===== config.mk =====
export PLATFORM = sky130hd
export DESIGN_NAME = signed_int_to_decimal_ascii_top
export DESIGN_NICKNAME = d
export VERILOG_FILES = /design/src/hw/rtl/sidta_pkg.sv /design/src/hw/rtl/signed_int_to_decimal_ascii_top.sv /design/src/hw/rtl/sidta_ctrl.sv /design/src/hw/rtl/sidta_datapath.sv
export VERILOG_INCLUDE_DIRS = /design/src /design/src/hw/rtl
export SDC_FILE = /design/constraint.sdc
export NUM_CORES = 1
export LEC_CHECK = 0
export BUFFER_PORTS_ARGS = -buffer_cell sky130_fd_sc_hd__buf_2
export CORE_ASPECT_RATIO = 1.2
export CORE_MARGIN = 2
export CORE_UTILIZATION = 45
export DETAILED_ROUTE_END_ITERATION = 12
export GPL_TIMING_DRIVEN = 0
export PLACE_DENSITY_LB_ADDON = 0.05
export SLEW_MARGIN = 10
export SYNTH_ARGS = -nofsm -noshare
export SYNTH_HDL_FRONTEND = slang
export SYNTH_SLANG_ARGS = --single-unit

===== constraint.sdc =====
create_clock -name clk_i -period 2.69 [get_ports clk_i]
set_input_delay 0.4035 -clock clk_i [delete_from_list [all_inputs] [get_ports clk_i]]
set_output_delay 0.4035 -clock clk_i [all_outputs]
set_load 0.01 [all_outputs]

===== src/hw/rtl/signed_int_to_decimal_ascii_top_defines.svh =====
// Assertion macros used by the top level of the decimal text converter.
`ifndef SIGNED_INT_TO_DECIMAL_ASCII_TOP_DEFINES_SVH
`define SIGNED_INT_TO_DECIMAL_ASCII_TOP_DEFINES_SVH

// Same-cycle implication, disabled while reset is asserted.
`define SIDTA_ASSERT_IMP(label, clk, rst_n, ante, cons, msg) \
  label: assert property (@(posedge clk) disable iff (!(rst_n)) (ante) |-> (cons)) \
    else $error(msg);

// Next-cycle implication, disabled while reset is asserted.
`define SIDTA_ASSERT_NEXT(label, clk, rst_n, ante, cons, msg) \
  label: assert property (@(posedge clk) disable iff (!(rst_n)) (ante) |=> (cons)) \
    else $error(msg);

`endif


===== src/hw/rtl/sidta_pkg.sv =====
`timescale 1ns / 1ps
`default_nettype none

package sidta_pkg;

  localparam int unsigned CharW = 6;
  localparam logic [CharW-1:0] ASCII_ZERO  = 6'd48;
  localparam logic [CharW-1:0] ASCII_MINUS = 6'd45;
  localparam logic [CharW-1:0] ASCII_NINE  = 6'd57;

  typedef enum logic [1:0] {
    ST_IDLE,
    ST_CONV,
    ST_SIGN,
    ST_EMIT
  } state_e;

  typedef struct packed {
    logic busy;
    logic load;
    logic convert;
    logic sign;
    logic digit;
  } cmd_t;

  typedef struct packed {
    logic conv_done;
    logic neg;
    logic skip;
    logic last;
  } sts_t;

endpackage

`default_nettype wire


===== src/hw/rtl/signed_int_to_decimal_ascii_top.sv =====
// Signed integer to decimal ASCII text.
// Input: value_i is taken at a rising edge where start_i is high and busy_o is low.
// Output: one character per word on character_o / is_last_o, marked by valid_o
// for exactly one cycle; '-' leads for negative values, no leading zeros, a
// zero gives a single '0', and is_last_o flags the final digit of the number.
// Sequence: after acceptance the magnitude is converted to BCD by a
// shift-and-add-3 loop, one input bit per cycle. Then the sign is emitted if
// present, and the digit sweep steps through the BCD positions (10 positions at
// DATA_WIDTH = 32, floor(W*log10 2)+1 in general); leading zero positions are
// dropped silently. Output is registered, so each character appears in the cycle
// after its sweep step. At DATA_WIDTH = 32 the bit-serial BCD loop takes most of
// the time from acceptance until busy_o falls.
// busy_o may fall while the last character is still on the output.
// Reset (rst_ni low, asynchronous) returns the block to idle and drops valid_o.
// The receiver cannot stall: every word must be taken in the cycle it is shown.
`timescale 1ns / 1ps
`default_nettype none
`include "signed_int_to_decimal_ascii_top_defines.svh"

module signed_int_to_decimal_ascii_top #(
  parameter int unsigned DATA_WIDTH = 32
) (
  input  wire logic                    clk_i,
  input  wire logic                    rst_ni,
  input  wire logic                    start_i,
  output logic                         busy_o,
  input  wire logic [DATA_WIDTH-1:0]   value_i,
  output logic                         valid_o,
  output logic [sidta_pkg::CharW-1:0] character_o,
  output logic                         is_last_o
);
  import sidta_pkg::*;

  cmd_t cmd;
  sts_t sts;

  sidta_ctrl u_ctrl (
    .clk_i   (clk_i),
    .rst_ni  (rst_ni),
    .start_i (start_i),
    .sts_i   (sts),
    .cmd_o   (cmd)
  );

  sidta_datapath #(
    .DATA_WIDTH (DATA_WIDTH)
  ) u_datapath (
    .clk_i       (clk_i),
    .rst_ni      (rst_ni),
    .value_i     (value_i),
    .cmd_i       (cmd),
    .sts_o       (sts),
    .character_o (character_o),
    .is_last_o   (is_last_o),
    .valid_o     (valid_o)
  );

  assign busy_o = cmd.busy;

  `SIDTA_ASSERT_IMP(a_char_legal, clk_i, rst_ni, valid_o,
    (character_o == ASCII_MINUS) || ((character_o >= ASCII_ZERO) && (character_o <= ASCII_NINE)),
    "character outside '-' and '0'..'9'")
  `SIDTA_ASSERT_NEXT(a_start_busy, clk_i, rst_ni, start_i && !busy_o,
    busy_o && !valid_o, "accepted word did not start conversion")
  `SIDTA_ASSERT_NEXT(a_last_gap, clk_i, rst_ni, valid_o && is_last_o,
    !valid_o, "word followed the last character directly")
  `SIDTA_ASSERT_IMP(a_minus_not_last, clk_i, rst_ni, valid_o && (character_o == ASCII_MINUS),
    !is_last_o, "minus sign flagged as last character")

endmodule

`default_nettype wire


===== src/hw/rtl/sidta_ctrl.sv =====
`timescale 1ns / 1ps
`default_nettype none

module sidta_ctrl (
  input  wire logic            clk_i,
  input  wire logic            rst_ni,
  input  wire logic            start_i,
  input  wire sidta_pkg::sts_t sts_i,
  output sidta_pkg::cmd_t      cmd_o
);
  import sidta_pkg::*;

  state_e state_q, state_d;

  always_ff @(posedge clk_i or negedge rst_ni) begin
    if (!rst_ni) begin
      state_q <= ST_IDLE;
    end else begin
      state_q <= state_d;
    end
  end

  always_comb begin
    state_d      = state_q;
    cmd_o        = '0;
    cmd_o.busy   = (state_q != ST_IDLE);
    case (state_q)
      ST_IDLE: begin
        if (start_i) begin
          cmd_o.load = 1'b1;
          state_d    = ST_CONV;
        end
      end
      ST_CONV: begin
        if (sts_i.conv_done) begin
          state_d = sts_i.neg ? ST_SIGN : ST_EMIT;
        end else begin
          cmd_o.convert = 1'b1;
        end
      end
      ST_SIGN: begin
        cmd_o.sign = 1'b1;
        state_d    = ST_EMIT;
      end
      ST_EMIT: begin
        cmd_o.digit = 1'b1;
        if (sts_i.last) begin
          state_d = ST_IDLE;
        end
      end
      default: begin
        state_d = ST_IDLE;
      end
    endcase
  end

endmodule

`default_nettype wire


===== src/hw/rtl/sidta_datapath.sv =====
`timescale 1ns / 1ps
`default_nettype none

module sidta_datapath #(
  parameter int unsigned DATA_WIDTH = 32
) (
  input  wire logic                    clk_i,
  input  wire logic                    rst_ni,
  input  wire logic [DATA_WIDTH-1:0]   value_i,
  input  wire sidta_pkg::cmd_t         cmd_i,
  output sidta_pkg::sts_t              sts_o,
  output logic [sidta_pkg::CharW-1:0] character_o,
  output logic                         is_last_o,
  output logic                         valid_o
);
  import sidta_pkg::*;

  // decimal digits needed for any DATA_WIDTH-bit magnitude
  localparam int unsigned NumDig = ((DATA_WIDTH * 1233) >> 12) + 1;
  localparam int unsigned BcdW   = NumDig * 4;
  localparam int unsigned CntW   = $clog2(DATA_WIDTH + 1);
  localparam int unsigned RemW   = $clog2(NumDig + 1);

  logic [DATA_WIDTH-1:0] mag_q, mag_d;
  logic [BcdW-1:0]       bcd_q, bcd_d, bcd_adj;
  logic [CntW-1:0]       cnt_q, cnt_d;
  logic [RemW-1:0]       rem_q, rem_d;
  logic                  neg_q, neg_d;
  logic                  started_q, started_d;
  logic                  valid_q, valid_d;
  logic [CharW-1:0]      char_q, char_d;
  logic                  last_q, last_d;
  logic [3:0]            top_dig;

  assign top_dig = bcd_q[BcdW-1 -: 4];

  assign sts_o.conv_done = (cnt_q == CntW'(DATA_WIDTH));
  assign sts_o.neg       = neg_q;
  assign sts_o.last      = (rem_q == RemW'(1));
  assign sts_o.skip      = (top_dig == 4'd0) && !started_q && (rem_q != RemW'(1));

  // double dabble correction: every digit of five or more gets three added
  always_comb begin
    bcd_adj = bcd_q;
    for (int i = 0; i < NumDig; i++) begin
      if (bcd_q[i*4 +: 4] >= 4'd5) begin
        bcd_adj[i*4 +: 4] = bcd_q[i*4 +: 4] + 4'd3;
      end
    end
  end

  always_comb begin
    mag_d     = mag_q;
    bcd_d     = bcd_q;
    cnt_d     = cnt_q;
    rem_d     = rem_q;
    neg_d     = neg_q;
    started_d = started_q;
    valid_d   = 1'b0;
    char_d    = char_q;
    last_d    = last_q;
    if (cmd_i.load) begin
      neg_d     = value_i[DATA_WIDTH-1];
      mag_d     = value_i[DATA_WIDTH-1] ? (~value_i + DATA_WIDTH'(1)) : value_i;
      bcd_d     = '0;
      cnt_d     = '0;
      rem_d     = RemW'(NumDig);
      started_d = 1'b0;
    end
    if (cmd_i.convert) begin
      bcd_d = {bcd_adj[BcdW-2:0], mag_q[DATA_WIDTH-1]};
      mag_d = {mag_q[DATA_WIDTH-2:0], 1'b0};
      cnt_d = cnt_q + CntW'(1);
    end
    if (cmd_i.sign) begin
      valid_d = 1'b1;
      char_d  = ASCII_MINUS;
      last_d  = 1'b0;
    end
    if (cmd_i.digit) begin
      bcd_d = {bcd_q[BcdW-5:0], 4'd0};
      rem_d = rem_q - RemW'(1);
      if (!sts_o.skip) begin
        valid_d   = 1'b1;
        char_d    = ASCII_ZERO + {2'd0, top_dig};
        last_d    = sts_o.last;
        started_d = 1'b1;
      end
    end
  end

  always_ff @(posedge clk_i or negedge rst_ni) begin
    if (!rst_ni) begin
      cnt_q     <= '0;
      rem_q     <= '0;
      neg_q     <= 1'b0;
      started_q <= 1'b0;
      valid_q   <= 1'b0;
    end else begin
      cnt_q     <= cnt_d;
      rem_q     <= rem_d;
      neg_q     <= neg_d;
      started_q <= started_d;
      valid_q   <= valid_d;
    end
  end

  always_ff @(posedge clk_i) begin
    mag_q  <= mag_d;
    bcd_q  <= bcd_d;
    char_q <= char_d;
    last_q <= last_d;
  end

  assign character_o = char_q;
  assign is_last_o   = last_q;
  assign valid_o     = valid_q;

endmodule

`default_nettype wire

==> summary.txt <==
Status: complete, no violations
Tot Pwr: 7.712 mW
Compound-Gate Fraction of Synth Area: 0.1916
Fin. Hold Viols: 0
Syn_nets: 652
Worst-skew pair later-pin latency: 340 ps
Ys flop type: edfxtp_1
Post-synth top cells: 94 x nand2_1, 67 x edfxtp_1, 64 x o21ai_0
Yosys warnings: 0
Routed WL: 13300 um
Final min period: 2435 ps
Chip height: 127.1 um
Count of different cell masters after synthesis: 48
DIE AREA: 0.01354 mm2
Placed instance area: 0.006120 mm2
Site Rows: 44
XOR/XNOR Fraction of Synth Area: 0.06476
Hold WS: 327.3 ps
Drt pass-1 iters: 4
Sw Ratio: 0.4050
DRC viols: 0
Placed cells: 791
Worst slew margin: 0.3371
Post-Place Worst Slack: -45.01 ps
Multiplexer share of the synthesized area: 0.005507
DR WL/cell: 16.44 um
GPL Wtd Cong: 0.8175
Max-cap viol count: 0
Reg power frac: 0.402
Antenna-violating nets left: 0
Synth top area share: 0.3542
Comb pwr share: 0.412
LEAKAGE: 2.456 nW
Final worst slack: 255.2 ps
DRT iter0 DRCs: 213
Syn avg cell area: 9.694 um2
Fin cells: 809
Final core occ: 0.5312
Clock root cell: clkbuf_16
Fin nets: 709
Hpwl dp: 9483 um
Cell taking the most area after synthesis: edfxtp_1
Area growth from synthesis to layout: 14.30%
Psw: 3.123 mW
Hold Path Class: in2reg
Clock Path Buffers: 2
Pint: 4.589 mW
Worst setup SP type: flip-flop
# IOs: 44
RSZ-0062 raised after global routing: no
Area of the core: 0.01222 mm2
WP data required: 2860 ps
Pwr dens: 1188 mW/mm2
Clock skew: 6.745 ps
Clock power frac: 0.186
Peak VDD IR: 463.2 uV
Dominant cells by area after synthesis: edfxtp_1 35%, ha_1 6.8%, dfrtp_1 6.6%, nand2_1 6.2%, o21ai_0 5.6%
Highest net fanout along the worst path: 10
All-Layer GR Usage: 0.2024
Ys async rst share: 0.1596
Clock transition at the registers of the reported paths: 70 ps
Most numerous cell in the Yosys netlist: nand2_1
I/O Buffers: 43
Seq/Total Area, Yosys: 0.4626
Period utilisation layout: 0.9051
Post-Synth Adder-Cell Area: 0.06828
Final Max Tran Viols: 0
Cts bufs inserted: 9
Simple-gate share of the synthesized area: 0.1619
Tightest Pin Transition: 990.6 ps
Yosys reg bits: 94
GRT overflow: 0
H-tree level count: 3
Number of synthesized flops with an enable pin: 67
Layout cells sized above 1: 0.1404
Vias per inst: 5.518
Initial antenna violation count: 0
CP arrival: 2610 ps
Antenna diodes: 0
Critical Path End Type: flip-flop
Via count: 4464
First-pass GRT wire length: 21650 um
Main combinational cell family by area after synthesis: compound AO/OA/AOI/OAI gates
Die W: 106.6 um
Largest net degree at the start of global routing: 32
Critical path class: reg2reg
Final setup viols: 0
Fin area: 0.006492 mm2
Achievable Freq: 410.7 MHz
Starting density of the core: 0.4648
Synthesized area: 0.005680 mm2
Vias in the first global route: 4412
Fin Setup TNS: 0 ps
Post-Synthesis Cells: 586
CTS tree: yes
TritonCTS Sinks: 94
final cells by class:
class                      instances  area (um2)
fill                            1144        5729
multi-input combinational        430        2800
sequential                        94        2628
clock buffer                      13       325.3
timing repair buffer              45       245.2
tap                              161       201.4
inverter                          35       135.1
buffer                            27       126.4
clock inverter                     3       23.77
timing repair inverter             1       7.507
placed cells by master (no fill, tap or decap), drive strengths merged, types with 2 or more instances in the layout:
cell,netlist,routed
o31ai,33,33
a21oi,32,32
nand4,4,4
edfxtp,67,67
buf,14,58
nor3b,14,14
and2,2,2
nand3,14,14
xnor2,12,12
o41ai,12,12
inv,35,36
nor2,11,11
dfxtp,12,12
ha,31,31
mux2i,2,2
nand2,95,95
o21ai,75,75
dfrtp,15,15
a22o,10,10
or4,2,2
clkbuf,13,26
nor4,5,5
clkinvlp,0,2
xor2,30,30
nand2b,13,13
or2,3,3
nor3,11,11
nor2b,4,4
or3,6,6
power groups by stage:
stage | Combinational (mW) | Sequential [mW] | Clock, mW
after floorplan | 2.24 | 3.01 | 0
after global placement | 3.01 | 3.13 | 0
after detailed placement | 3.15 | 3.13 | 0
after CTS | 3.21 | 3.10 | 1.46
after global routing | 3.61 | 3.20 | 1.52
final | 3.18 | 3.10 | 1.44
final timing paths:
kind                                                   startpoint                                 to  slack (ps)  cells after the start
worst max-delay path                u_ctrl.state_q[1]$_DFFE_PN0P_     u_datapath.bcd_q[29]$_DFFE_PP_         260                      7
worst min-delay path                                   value_i[0]   u_datapath.mag_q[0]$_SDFFE_PP0P_         330                      3
worst max register to register      u_ctrl.state_q[1]$_DFFE_PN0P_     u_datapath.bcd_q[29]$_DFFE_PP_         260                      7
worst min register to register  u_datapath.character_o[5]$_DFF_P_  u_datapath.character_o[5]$_DFF_P_         440                      1
max in group asynchronous                                  rst_ni    u_datapath.rem_q[0]$_DFFE_PN0P_        1940                      2
min in group asynchronous                                  rst_ni    u_datapath.cnt_q[4]$_DFFE_PN0P_         500                      2
registers in the layout, indices dropped and copies added, names as in the netlist:
register and flops:
u_datapath.bcd_q 40, u_datapath.character_o 6, u_datapath.rem_q 4, u_datapath.neg_q 1, u_datapath.mag_q 32, u_datapath.cnt_q 6, u_datapath.started_q 1, u_datapath.valid_o 1
u_ctrl.state_q 2, u_datapath.is_last_o 1
critical path, stage by stage (launching register included):
cell     delay [ps]
dfrtp_1         420
inv_1           110
ha_1            260
o31ai_2         120
nor2_1          760
buf_2           420
nand2_1          70
o21ai_0         100
logic make-up (layout without fill, tap and decap cells):
family                     count (synthesis)  after routing
DFF                                       94             94
and+or+nand+nor                          187            187
AOI/OAI and AO/OA                        167            167
adders and majority gates                 31             31
buffers and inverters                     62            124
muxes                                      3              3
xor gates and xnor gates                  42             42
routing by layer:
| layer | vias to the layer above | share of wire | global-route usage |
|---|---|---|---|
| li1 | 2233 | - | - |
| met1 | 2133 | 0.44 | 0.2475 |
| met2 | 74 | 0.51 | 0.3556 |
| met3 | 24 | 0.023 | 0.02551 |
| met4 | 0 | 0.025 | 0.09091 |
| met5 | - | 0 | 0 |
what timing repair did:
item	CTS	global route
hold buffers	1	0
setup buffers	0	0
endpoints found under the setup margin	31	0
endpoints found under the hold margin	15	0
gates resized for setup	3	0
(Power assumes the default switching activity.)
